[config.mk]
export PLATFORM = sky130hd
export DESIGN_NAME = periodic_extreme_detector
export DESIGN_NICKNAME = d
export VERILOG_FILES = /design/src/sv/ped_pkg.sv /design/src/sv/periodic_extreme_detector.sv /design/src/sv/ped_in_reg.sv /design/src/sv/ped_track.sv /design/src/sv/ped_out_reg.sv
export SDC_FILE = /design/constraint.sdc
export NUM_CORES = 1
export LEC_CHECK = 0
export BUFFER_PORTS_ARGS = -buffer_cell sky130_fd_sc_hd__buf_4
export CAP_MARGIN = 20
export CORE_ASPECT_RATIO = 1.5
export CORE_UTILIZATION = 30
export CTS_BUF_LIST = sky130_fd_sc_hd__clkbuf_16
export CTS_CLUSTER_SIZE = 24
export DETAILED_ROUTE_END_ITERATION = 6
export PLACE_DENSITY = 0.51
export SETUP_SLACK_MARGIN = 0.1
export SYNTH_ARGS = -nofsm -noshare
export SYNTH_HDL_FRONTEND = slang
export SYNTH_SLANG_ARGS = --single-unit
[constraint.sdc]
create_clock -name clock -period 29.9 [get_ports clock]
set_clock_uncertainty 0.2 [all_clocks]
set_input_delay 5.98 -clock clock [delete_from_list [all_inputs] [get_ports clock]]
set_output_delay 5.98 -clock clock [all_outputs]
set_load 0.005 [all_outputs]
[src/sv/ped_pkg.sv]
package ped_pkg;

   localparam int SAMPLE_BITS = 16;
   localparam int INDEX_BITS  = 16;
   localparam int LEVEL_BITS  = 16;

   // Q8.8 level against a signed sample: one extra bit for the unsigned level
   localparam int PROD_BITS   = SAMPLE_BITS + LEVEL_BITS + 1;
   localparam int FRAC_BITS   = 8;

   localparam int REQ_DATA_BITS = ((SAMPLE_BITS + 7) / 8) * 8;
   localparam int RSP_DATA_BITS = ((INDEX_BITS + SAMPLE_BITS + 7) / 8) * 8;

   localparam int CSR_INDEX_BITS = 4;
   localparam int CSR_DATA_BITS  = LEVEL_BITS;

   localparam logic [CSR_INDEX_BITS-1:0] CSR_LEVEL_RATIO = CSR_INDEX_BITS'(0);
   localparam logic [CSR_INDEX_BITS-1:0] CSR_FIND_MINIMA = CSR_INDEX_BITS'(1);

   localparam logic [LEVEL_BITS-1:0] LEVEL_RESET = LEVEL_BITS'(128);

   localparam logic signed [SAMPLE_BITS-1:0] SAMPLE_MAX = {1'b0, {(SAMPLE_BITS-1){1'b1}}};
   localparam logic signed [SAMPLE_BITS-1:0] SAMPLE_MIN = {1'b1, {(SAMPLE_BITS-1){1'b0}}};

   typedef struct packed {
      logic                   eos;
      logic [SAMPLE_BITS-1:0] sample;
   } ped_item_type;

   typedef struct packed {
      logic [SAMPLE_BITS-1:0] value;
      logic [INDEX_BITS-1:0]  index;
   } ped_peak_type;

   typedef struct packed {
      logic                  step;
      logic                  clear;
      logic                  find_minima;
      logic [LEVEL_BITS-1:0] level;
   } ped_ctrl_type;

endpackage

[src/sv/periodic_extreme_detector.sv]
// Path: the closing req beat enters the input register, then its peak beat the result register.
// Throughput: one req beat per cycle unless the result register stalls; the path from input
//   register to result register holds one 17x16 multiply between two compares, which set the rate.
// Backpressure: a stalled result register holds the input register, which then holds req.
// Reset: synchronous, active high; clears the valid flags of both pipeline registers, loads
//   level_ratio = 128, selects max mode and returns tracking state to its start values.
module periodic_extreme_detector (
   input  logic                                 clock,
   input  logic                                 reset,

   // sample stream
   input  logic                                 req_tvalid,
   output logic                                 req_tready,
   input  logic [ped_pkg::REQ_DATA_BITS-1:0]    req_tdata,  // [15:0] sample
   input  logic                                 req_tlast,  // end_of_signal

   // peak stream
   output logic                                 rsp_tvalid,
   input  logic                                 rsp_tready,
   output logic [ped_pkg::RSP_DATA_BITS-1:0]    rsp_tdata,  // [15:0] peak_index, [31:16] peak_value

   // register writes
   input  logic                                 csr_valid,
   output logic                                 csr_ready,
   input  logic [ped_pkg::CSR_INDEX_BITS-1:0]   csr_index,
   input  logic [ped_pkg::CSR_DATA_BITS-1:0]    csr_data
);

   logic [ped_pkg::LEVEL_BITS-1:0] level_ratio_ff, level_ratio_in;
   logic                           find_minima_ff, find_minima_in;
   logic                           csr_write;
   logic                           mode_write;

   ped_pkg::ped_item_type in_item;
   ped_pkg::ped_item_type item;
   ped_pkg::ped_ctrl_type ctrl;
   ped_pkg::ped_peak_type peak;
   logic                  step;
   logic                  emit;
   logic                  out_free;

   // Registers are always writable; the user must write only while the stream is idle, not enforced by the block.
   assign csr_ready  = 1'b1;
   assign csr_write  = csr_valid & csr_ready;
   assign mode_write = csr_write & (csr_index == ped_pkg::CSR_FIND_MINIMA);

   always_comb begin
      level_ratio_in = level_ratio_ff;
      find_minima_in = find_minima_ff;
      if (csr_write) begin
         case (csr_index)
            ped_pkg::CSR_LEVEL_RATIO: begin
               level_ratio_in = csr_data;
            end
            ped_pkg::CSR_FIND_MINIMA: begin
               find_minima_in = csr_data[0];
            end
            default: begin
               // unknown index: drop the write
            end
         endcase
      end
   end

   always_ff @(posedge clock) begin
      if (reset) begin
         level_ratio_ff <= ped_pkg::LEVEL_RESET;
         find_minima_ff <= 1'b0;
      end else begin
         level_ratio_ff <= level_ratio_in;
         find_minima_ff <= find_minima_in;
      end
   end

   assign in_item.sample = req_tdata[ped_pkg::SAMPLE_BITS-1:0];
   assign in_item.eos    = req_tlast;

   // Input register: hold the accepted beat until the result side has room.
   ped_in_reg u_in_reg (
      .clock    (clock),
      .reset    (reset),
      .in_valid (req_tvalid),
      .in_ready (req_tready),
      .in_item  (in_item),
      .out_free (out_free),
      .step     (step),
      .item     (item)
   );

   // A mode write restarts tracking with the start values of the new mode; the tracker
   // sees the new mode only once find_minima_ff holds it, so clear with the incoming value.
   assign ctrl.step        = step;
   assign ctrl.clear       = mode_write;
   assign ctrl.find_minima = mode_write ? find_minima_in : find_minima_ff;
   assign ctrl.level       = level_ratio_ff;

   // Tracker: update global and local extremes, test the threshold, flag a closed region.
   ped_track u_track (
      .clock (clock),
      .reset (reset),
      .ctrl  (ctrl),
      .item  (item),
      .emit  (emit),
      .peak  (peak)
   );

   // Result register: advance a peak beat only when a region closes.
   ped_out_reg u_out_reg (
      .clock     (clock),
      .reset     (reset),
      .load      (emit),
      .peak      (peak),
      .out_free  (out_free),
      .out_valid (rsp_tvalid),
      .out_ready (rsp_tready),
      .out_data  (rsp_tdata)
   );

   a_stall_only_when_full: assert property (@(posedge clock) disable iff (reset)
      !req_tready |-> (rsp_tvalid && !rsp_tready))
      else $error("input stalled while result side has room");

   a_emit_only_on_step: assert property (@(posedge clock) disable iff (reset)
      emit |-> (step && out_free))
      else $error("peak produced without an advancing beat");

   a_mode_write_clears: assert property (@(posedge clock) disable iff (reset)
      mode_write |=> (find_minima_ff == $past(csr_data[0])))
      else $error("mode write lost");

endmodule

[src/sv/ped_in_reg.sv]
module ped_in_reg (
   input  logic                  clock,
   input  logic                  reset,
   input  logic                  in_valid,
   output logic                  in_ready,
   input  ped_pkg::ped_item_type in_item,
   input  logic                  out_free,
   output logic                  step,
   output ped_pkg::ped_item_type item
);

   logic                  valid_ff;
   logic                  valid_in;
   ped_pkg::ped_item_type item_ff;
   logic                  accept;

   assign step     = valid_ff & out_free;
   assign in_ready = ~valid_ff | out_free;
   assign accept   = in_valid & in_ready;
   assign item     = item_ff;

   always_comb begin
      if (accept) begin
         valid_in = 1'b1;
      end else if (step) begin
         valid_in = 1'b0;
      end else begin
         valid_in = valid_ff;
      end
   end

   always_ff @(posedge clock) begin
      if (reset) begin
         valid_ff <= 1'b0;
      end else begin
         valid_ff <= valid_in;
      end
   end

   always_ff @(posedge clock) begin
      if (accept) begin
         item_ff <= in_item;
      end
   end

endmodule

[src/sv/ped_track.sv]
module ped_track (
   input  logic                  clock,
   input  logic                  reset,
   input  ped_pkg::ped_ctrl_type ctrl,
   input  ped_pkg::ped_item_type item,
   output logic                  emit,
   output ped_pkg::ped_peak_type peak
);

   logic signed [ped_pkg::SAMPLE_BITS-1:0] global_ff, global_in;
   logic signed [ped_pkg::SAMPLE_BITS-1:0] local_ff, local_in;
   logic [ped_pkg::INDEX_BITS-1:0]         local_index_ff, local_index_in;
   logic [ped_pkg::INDEX_BITS-1:0]         count_ff, count_in;
   logic                                   in_region_ff, in_region_in;

   logic signed [ped_pkg::SAMPLE_BITS-1:0] s;
   logic signed [ped_pkg::SAMPLE_BITS-1:0] start_value;
   logic signed [ped_pkg::SAMPLE_BITS-1:0] global_upd;
   logic signed [ped_pkg::SAMPLE_BITS-1:0] local_upd;
   logic [ped_pkg::INDEX_BITS-1:0]         local_index_upd;
   logic signed [ped_pkg::SAMPLE_BITS-1:0] mul_operand;
   logic signed [ped_pkg::SAMPLE_BITS-1:0] scaled_operand;
   logic signed [ped_pkg::PROD_BITS-1:0]   level_s;
   logic signed [ped_pkg::PROD_BITS-1:0]   product;
   logic signed [ped_pkg::PROD_BITS-1:0]   scaled;
   logic                                   beyond_global;
   logic                                   beyond_local;
   logic                                   in_band;

   assign s           = $signed(item.sample);
   assign start_value = ctrl.find_minima ? ped_pkg::SAMPLE_MAX : ped_pkg::SAMPLE_MIN;

   always_comb begin
      beyond_global = ctrl.find_minima ? (s < global_ff) : (s > global_ff);
      beyond_local  = ctrl.find_minima ? (s < local_ff) : (s > local_ff);
      global_upd    = beyond_global ? s : global_ff;
      local_upd       = beyond_local ? s : local_ff;
      local_index_upd = beyond_local ? count_ff : local_index_ff;

      // Both modes reduce to product < scaled:
      //   max: level * global < sample << 8
      //   min: sample * level < global << 8
      mul_operand    = ctrl.find_minima ? s : global_upd;
      scaled_operand = ctrl.find_minima ? global_upd : s;
      level_s        = $signed({{(ped_pkg::PROD_BITS-ped_pkg::LEVEL_BITS){1'b0}}, ctrl.level});
      product        = level_s * ped_pkg::PROD_BITS'(mul_operand);
      scaled         = ped_pkg::PROD_BITS'(scaled_operand) <<< ped_pkg::FRAC_BITS;
      in_band        = product < scaled;
      emit           = ctrl.step & ~in_band & in_region_ff;
   end

   assign peak.index = local_index_ff == local_index_upd ? local_index_ff : local_index_upd;
   assign peak.value = local_upd;

   always_comb begin
      global_in      = global_ff;
      local_in       = local_ff;
      local_index_in = local_index_ff;
      in_region_in   = in_region_ff;
      count_in       = count_ff;
      if (ctrl.clear || (ctrl.step && item.eos)) begin
         global_in      = start_value;
         local_in       = start_value;
         local_index_in = '0;
         in_region_in   = 1'b0;
         count_in       = '0;
      end else if (ctrl.step) begin
         global_in = global_upd;
         count_in  = count_ff + 1'b1;
         if (in_band) begin
            local_in       = local_upd;
            local_index_in = local_index_upd;
            in_region_in   = 1'b1;
         end else if (in_region_ff) begin
            // restart the local tracker at the sample that left the region
            local_in       = s;
            local_index_in = count_ff;
            in_region_in   = 1'b0;
         end else begin
            local_in       = local_upd;
            local_index_in = local_index_upd;
         end
      end
   end

   always_ff @(posedge clock) begin
      if (reset) begin
         global_ff      <= ped_pkg::SAMPLE_MIN;
         local_ff       <= ped_pkg::SAMPLE_MIN;
         local_index_ff <= '0;
         in_region_ff   <= 1'b0;
         count_ff       <= '0;
      end else begin
         global_ff      <= global_in;
         local_ff       <= local_in;
         local_index_ff <= local_index_in;
         in_region_ff   <= in_region_in;
         count_ff       <= count_in;
      end
   end

   // the local extreme never lies beyond the global one; a mode write flips the
   // compare sense before the state is restarted, so skip that edge
   a_local_within_global: assert property (@(posedge clock) disable iff (reset)
      !ctrl.clear |->
         (ctrl.find_minima ? (local_ff >= global_ff) : (local_ff <= global_ff)))
      else $error("local extreme beyond global extreme");

   a_emit_needs_region: assert property (@(posedge clock) disable iff (reset)
      emit |-> in_region_ff)
      else $error("peak emitted outside a region");

   a_eos_restarts_count: assert property (@(posedge clock) disable iff (reset)
      (ctrl.step && item.eos) |=> (count_ff == '0 && !in_region_ff))
      else $error("end of signal did not clear tracking");

   a_emit_clears_region: assert property (@(posedge clock) disable iff (reset)
      (emit && !ctrl.clear) |=> !in_region_ff)
      else $error("region still open after peak emitted");

endmodule

[src/sv/ped_out_reg.sv]
module ped_out_reg (
   input  logic                                clock,
   input  logic                                reset,
   input  logic                                load,
   input  ped_pkg::ped_peak_type               peak,
   output logic                                out_free,
   output logic                                out_valid,
   input  logic                                out_ready,
   output logic [ped_pkg::RSP_DATA_BITS-1:0]   out_data
);

   logic                  valid_ff;
   logic                  valid_in;
   ped_pkg::ped_peak_type peak_ff;

   assign out_free  = ~valid_ff | out_ready;
   assign out_valid = valid_ff;
   assign out_data  = ped_pkg::RSP_DATA_BITS'(peak_ff);

   always_comb begin
      if (load) begin
         valid_in = 1'b1;
      end else if (out_ready) begin
         valid_in = 1'b0;
      end else begin
         valid_in = valid_ff;
      end
   end

   always_ff @(posedge clock) begin
      if (reset) begin
         valid_ff <= 1'b0;
      end else begin
         valid_ff <= valid_in;
      end
   end

   always_ff @(posedge clock) begin
      if (load) begin
         peak_ff <= peak;
      end
   end

endmodule

Word-level counts from Yosys, hierarchy flattened
Cells that the tools add are included.
{"block": "word_totals", "rom_bits": 0, "word_cells": 65, "ff_bits": 133, "latchBits": 0, "mem_bits_rw": 0, "n_memories": 0}
{"block": "classes", "n_bitwise": 10, "muxes": 25, "n_div": 0, "n_eq_ne": 2, "mul": 1, "n_addsub": 1, "shifts": 0, "n_reduce_logical": 8, "order_cmp": 5}
{"operator": "16-bit 2-to-1 mux", "n": 15}
{"operator": "33-bit by 24-bit < comparator with 1-bit output", "n": 1}
{"operator": "17-bit by 16-bit multiplier with 33-bit output", "n": 1}
{"operator": "16-bit greater-than comparator", "n": 2}
{"operator": "16-bit < comparator", "n": 2}
{"operator": "16-bit by 1-bit adder with 16-bit output (second input constant)", "n": 1}
{"operator": "16-bit == test", "n": 1}
{"operator": "1-bit 2-to-1 mux", "n": 10}
{"operator": "2-bit nonzero test", "n": 3}
{"operator": "1-bit bitwise AND", "n": 5}
{"operator": "4-bit by 1-bit == test with 1-bit output (second input constant)", "n": 1}
{"operator": "4-bit zero test", "n": 1}
{"operator": "1-bit NOT", "n": 3}
{"operator": "1-bit OR", "n": 2}
{"operator": "2-bit AND reduction", "n": 1}
{"operator": "2-bit OR reduction", "n": 1}
{"operator": "1-bit logical AND", "n": 1}
{"operator": "1-bit logical OR", "n": 1}

Longest topological paths before layout
{"block": "logic_depth", "ltp_word": 13, "depth_mapped": 53, "mapped_depth_nobuf": 49}

Cells and area by module
Synthesis repeated with hierarchy kept, for this count alone.
{"block": "unflattened", "cells_unflattened": 1768, "hier_area_um2": 16170.5}
{"module": "ped_track", "seq_area_each_um2": 1301.2, "area_per_inst_um2": 13783.2, "cells_each": 1630, "instances": 1}
{"module": "ped_out_reg", "seq_area_each_um2": 980.9, "area_per_inst_um2": 1007.2, "cells_each": 36, "instances": 1}
{"module": "periodic_extreme_detector", "seq_area_each_um2": 340.3, "area_per_inst_um2": 807.0, "cells_each": 79, "instances": 1}
{"module": "ped_in_reg", "seq_area_each_um2": 530.5, "area_per_inst_um2": 573.0, "cells_each": 23, "instances": 1}

Worst setup path before layout
OpenSTA, ideal clock, no wires.
{"block": "synth_timing", "kind": "input port to flip-flop", "startpoint": "input csr_index[3] (netlist bit)", "endpoint": "register u_out_reg.peak_ff, in the netlist u_out_reg.out_data[0], enable pin", "arrival_time_ps": 16060, "setup_time_ps": 421, "path_stages": 43, "path_slack_ps": 13219, "n_path_buf": 5, "cell_sequence": "nor4b_4 -> nand2_1 -> mux2i_4 -> nand2_1 -> o21ai_1 -> buf_2 -> buf_2 -> a21oi_1 -> o21ai_1 -> clkbuf_1 -> nand2_1 -> fa_1 -> fa_1 -> fa_1 -> inv_1 -> fa_1 -> fa_1 -> inv_1 -> [... 7 more ...] -> nand2b_1 -> a21oi_1 -> nor3b_1 -> o21ai_0 -> o211a_1 -> o211a_1 -> a211oi_1 -> xnor2_1 -> ha_1 -> nand4_1 -> nor4_1 -> nor2_1 -> nor2_1 -> o2111ai_2 -> o21a_1 -> buf_6 -> buf_2 -> nor2_1"}
{"block": "synth_between", "elab_chain_cells": 12}
{"element": "from (decl)", "line": "periodic_extreme_detector.sv:25", "text": "input logic [ped_pkg::CSR_INDEX_BITS-1:0] csr_index,"}
{"element": "4-bit by 1-bit == test with 1-bit output *", "line": "periodic_extreme_detector.sv:45, periodic_extreme_detector.sv:51"}
{"element": "1-bit 2-to-1 mux", "line": "periodic_extreme_detector.sv:51", "text": "case (csr_index)"}
{"element": "1-bit 2-to-1 mux", "line": "periodic_extreme_detector.sv:50", "text": "if (csr_write) begin"}
{"element": "1-bit 2-to-1 mux *", "line": "periodic_extreme_detector.sv:94", "text": "assign ctrl.find_minima = mode_write ? find_minima_in : find_minima_ff;"}
{"element": "1-bit 2-to-1 mux", "line": "ped_track.sv:34", "text": "beyond_global = ctrl.find_minima ? (s < global_ff) : (s > global_ff);"}
{"element": "16-bit 2-to-1 mux", "line": "ped_track.sv:36", "text": "global_upd = beyond_global ? s : global_ff;"}
{"element": "16-bit 2-to-1 mux", "line": "ped_track.sv:43", "text": "mul_operand = ctrl.find_minima ? s : global_upd;"}
{"element": "17-bit by 16-bit multiplier with 33-bit output", "line": "ped_track.sv:46", "text": "product = level_s * ped_pkg::PROD_BITS'(mul_operand);"}
{"element": "33-bit by 24-bit < comparator with 1-bit output *", "line": "ped_track.sv:48", "text": "in_band = product < scaled;"}
{"element": "1-bit NOT *", "line": "ped_track.sv:49", "text": "emit = ctrl.step & ~in_band & in_region_ff;"}
{"element": "1-bit bitwise AND * (2 in series)", "line": "ped_track.sv:49"}
{"element": "via emit", "line": "periodic_extreme_detector.sv:39", "text": "logic emit;"}
{"element": "to (signal assigned)", "line": "ped_out_reg.sv:40", "text": "peak_ff <= peak;"}
{"element": "to (decl)", "line": "ped_out_reg.sv:14", "text": "ped_pkg::ped_peak_type peak_ff;"}
The timed path passes the listed nets; every way through them passes the cells marked *.
A chain may end at the register's enable or synchronous reset.

Worst setup path after layout
{"block": "layout_timing", "startpoint": "input csr_index[3] (netlist bit)", "endpoint": "register u_out_reg.peak_ff, in the netlist u_out_reg.out_data[28], enable pin"}
The elaborated chain is that of the path after synthesis.

==> flow_metrics.tcl <==
set metrics [dict create \
    cts_setup_buffers 0 \
    reg2regPathDepth 45 \
    critPathCaptureType "register" \
    portBuffers 75 \
    coreArea_sq_um 51800 \
    io_pins 77 \
    cts_buffers 17 \
    timing.fmax_ghz 0.0595 \
    synth_ff_type "dfxtp_1" \
    htreeDepth 4 \
    clk_pin_slew_ns 0.06 \
    clkLatencyLatePin_ns 0.45 \
    synth_top_area_share_pct 24.4 \
    layout_common_cells "inv_1, nand2_1, fa_1" \
    status "complete, no violations" \
    cp-start-kind "input port" \
    finalHoldViolCount 0 \
    tightest_slew_ns 1.04 \
    slew_viol_final 0 \
    drt-total-wl_mm 43.3 \
    synthCells 1818 \
    vias 12400 \
    final-setup-viol-count 0 \
    critPathKind "in -> reg" \
    cts_root_buf "clkbuf_16" \
    postRouteAntennaNets 0 \
    yosysUniqueCellTypes 64 \
    vias_per_cell 4.88 \
    synth_edf_count 49 \
    synth_area_sq_um 15800 \
    worstPathArrival_ns 16.64 \
    drive_gt1_share_pct 9.88 \
    clk_path_buf_depth 2 \
    syn_area_per_cell_sq_um 8.70 \
    cts_hold_buffers 0 \
    fin_ws_ns 13.10 \
    antenna_found_initial 2 \
    overflow 0 \
    tns_ns 0 \
    area_growth_pct 12.1 \
    grt_setup_unrepaired "no" \
    start_util_pct 30.5 \
    timing.critical_path.slowest_cell_delay_ns 0.81 \
    leakagePower_nw 8.19 \
    dp_hpwl_mm 33.9 \
    min_period_over_period_pct 56.2 \
    cp_max_fo 62 \
    worstHoldPathType "reg -> reg" \
    cts_num_sinks 133 \
    avgRoutedWirePerCell_um 17.0 \
    synth-seq-area-share_pct 19.9 \
    synth_area_leaders "fa_1, ha_1, dfxtp_1" \
    grt_pass1_vias 13200 \
    yosysTopAreaCell "fa_1" \
    die_area_sq_um 53700 \
    whs_ns 0.257 \
    finalCriticalPeriod_ns 16.80 \
    final_nets 2270 \
    powerDensity_nw_per_um2 47.6 \
    r2r_setup_slack_ns 17.71 \
    slowest_stage "nor2_4" \
    synth_seq_cells 133 \
    place_congestion 0.862 \
    grt_max_degree 63 \
    hold-path-cell-count 2 \
    cp_common_cell "fa_1" \
    slew_headroom_pct 30.2 \
    synthArstFlopShare_pct 0 \
    diodes 0 \
    drc 0 \
    final_common_cell "inv_1" \
    grt_pass1_wl_mm 70.5 \
    grt_usage_pct 16.9 \
    ir_drop_v 0.0000472 \
    syn_nets 2229 \
    first_iter_violations 589 \
    pre_cts_ws_ns 12.39 \
    yosys_warnings 0 \
    die_width_um 190 \
    num_rows 102 \
    post-route-util_pct 34.2 \
    maxCapViolations 0 \
    die_y_um 283 \
    power.total_mw 0.844 \
    worstPathRequired_ns 29.74 \
    ctsResizeCount 0 \
    dr.pass1.iters 6 \
    cts_tree "yes" \
]
[through the flow]
stage	cells	area, sq um
after detailed placement	2513	17100
after floorplan	1818	15800
after global placement	2513	17100
after CTS	2545	17700
after global routing	2548	17700
final	2548	17700
[layout make-up]
type | count | area (sq um)
repair buffers | 102 | 766
well taps | 676 | 846
multi-input cells | 1322 | 11300
flip-flops and latches | 133 | 3150
clock buffers | 19 | 475
clock inverters | 13 | 128
fillers | 5470 | 34100
inverters | 283 | 1060
[worst max-delay path: cells and delay by family]
kind	cells	cell delay (ns)
adder cells (fa/ha/maj)	8	3.77
AND/OR/NAND/NOR	17	3.18
AO/OA/AOI/OAI	11	2.13
buffers and inverters	9	1.54
[cell usage after synthesis, drive strengths merged, types with 25 or more instances]
library cell / count
nand2: 266
ha: 176
fa: 193
a21oi: 90
nand3: 31
nand4: 65
and2: 114
edfxtp: 49
clkbuf: 60
o21ai: 87
inv: 283
nor2: 105
a21o: 25
dfxtp: 84
[worst paths after layout]
check,startpoint,end
hold / removal,u_track.local_index_ff[13],u_track.local_index_ff[13]
hold reg to reg,u_track.local_index_ff[13],u_track.local_index_ff[13]
setup reg to reg,u_in_reg.item[15],u_out_reg.out_data[28]
setup / recovery,csr_index[3],u_out_reg.out_data[28]
[cell families (layout without fill, tap and decap cells)]
family	Yosys count	count (layout)	synth area share [%]
AND/OR/NAND/NOR	642	642	19.5
adder cells (fa/ha/maj)	369	369	38.3
buffers and inverters	363	417	8.80
AO/OA/AOI/OAI	252	252	9.73
flip-flops	133	133	19.9
XOR/XNOR	35	35	1.94
multiplexers	23	23	1.69
other	1	1	0.0237
[flip-flops by register name, summed over array words and instances, names as in the netlist]
signal	cells
u_in_reg.valid_ff	1
level_ratio_ff	16
u_track.global_ff	16
u_out_reg.out_valid	1
u_in_reg.item	17
u_out_reg.out_data	32
find_minima_ff	1
u_track.local_ff	16
u_track.in_region_ff	1
u_track.local_index_ff	16
u_track.count_ff	16
[routing by layer]
layer	part of all wire, %	vias up	GRT usage, %
li1	-	5954	-
met1	39	6169	18.5
met2	54	235	31.8
met3	3.4	72	2.85
met4	3.1	2	6.33
met5	0.044	-	0
[power breakdown]
part | switching, mW | internal, mW | leakage [nW]
clock | 0.0912 | 0.132 | 0.296
sequential | 0.00752 | 0.198 | 1.13
combinational | 0.251 | 0.164 | 6.76
No activity file was read; power rests on OpenSTA's default activity.
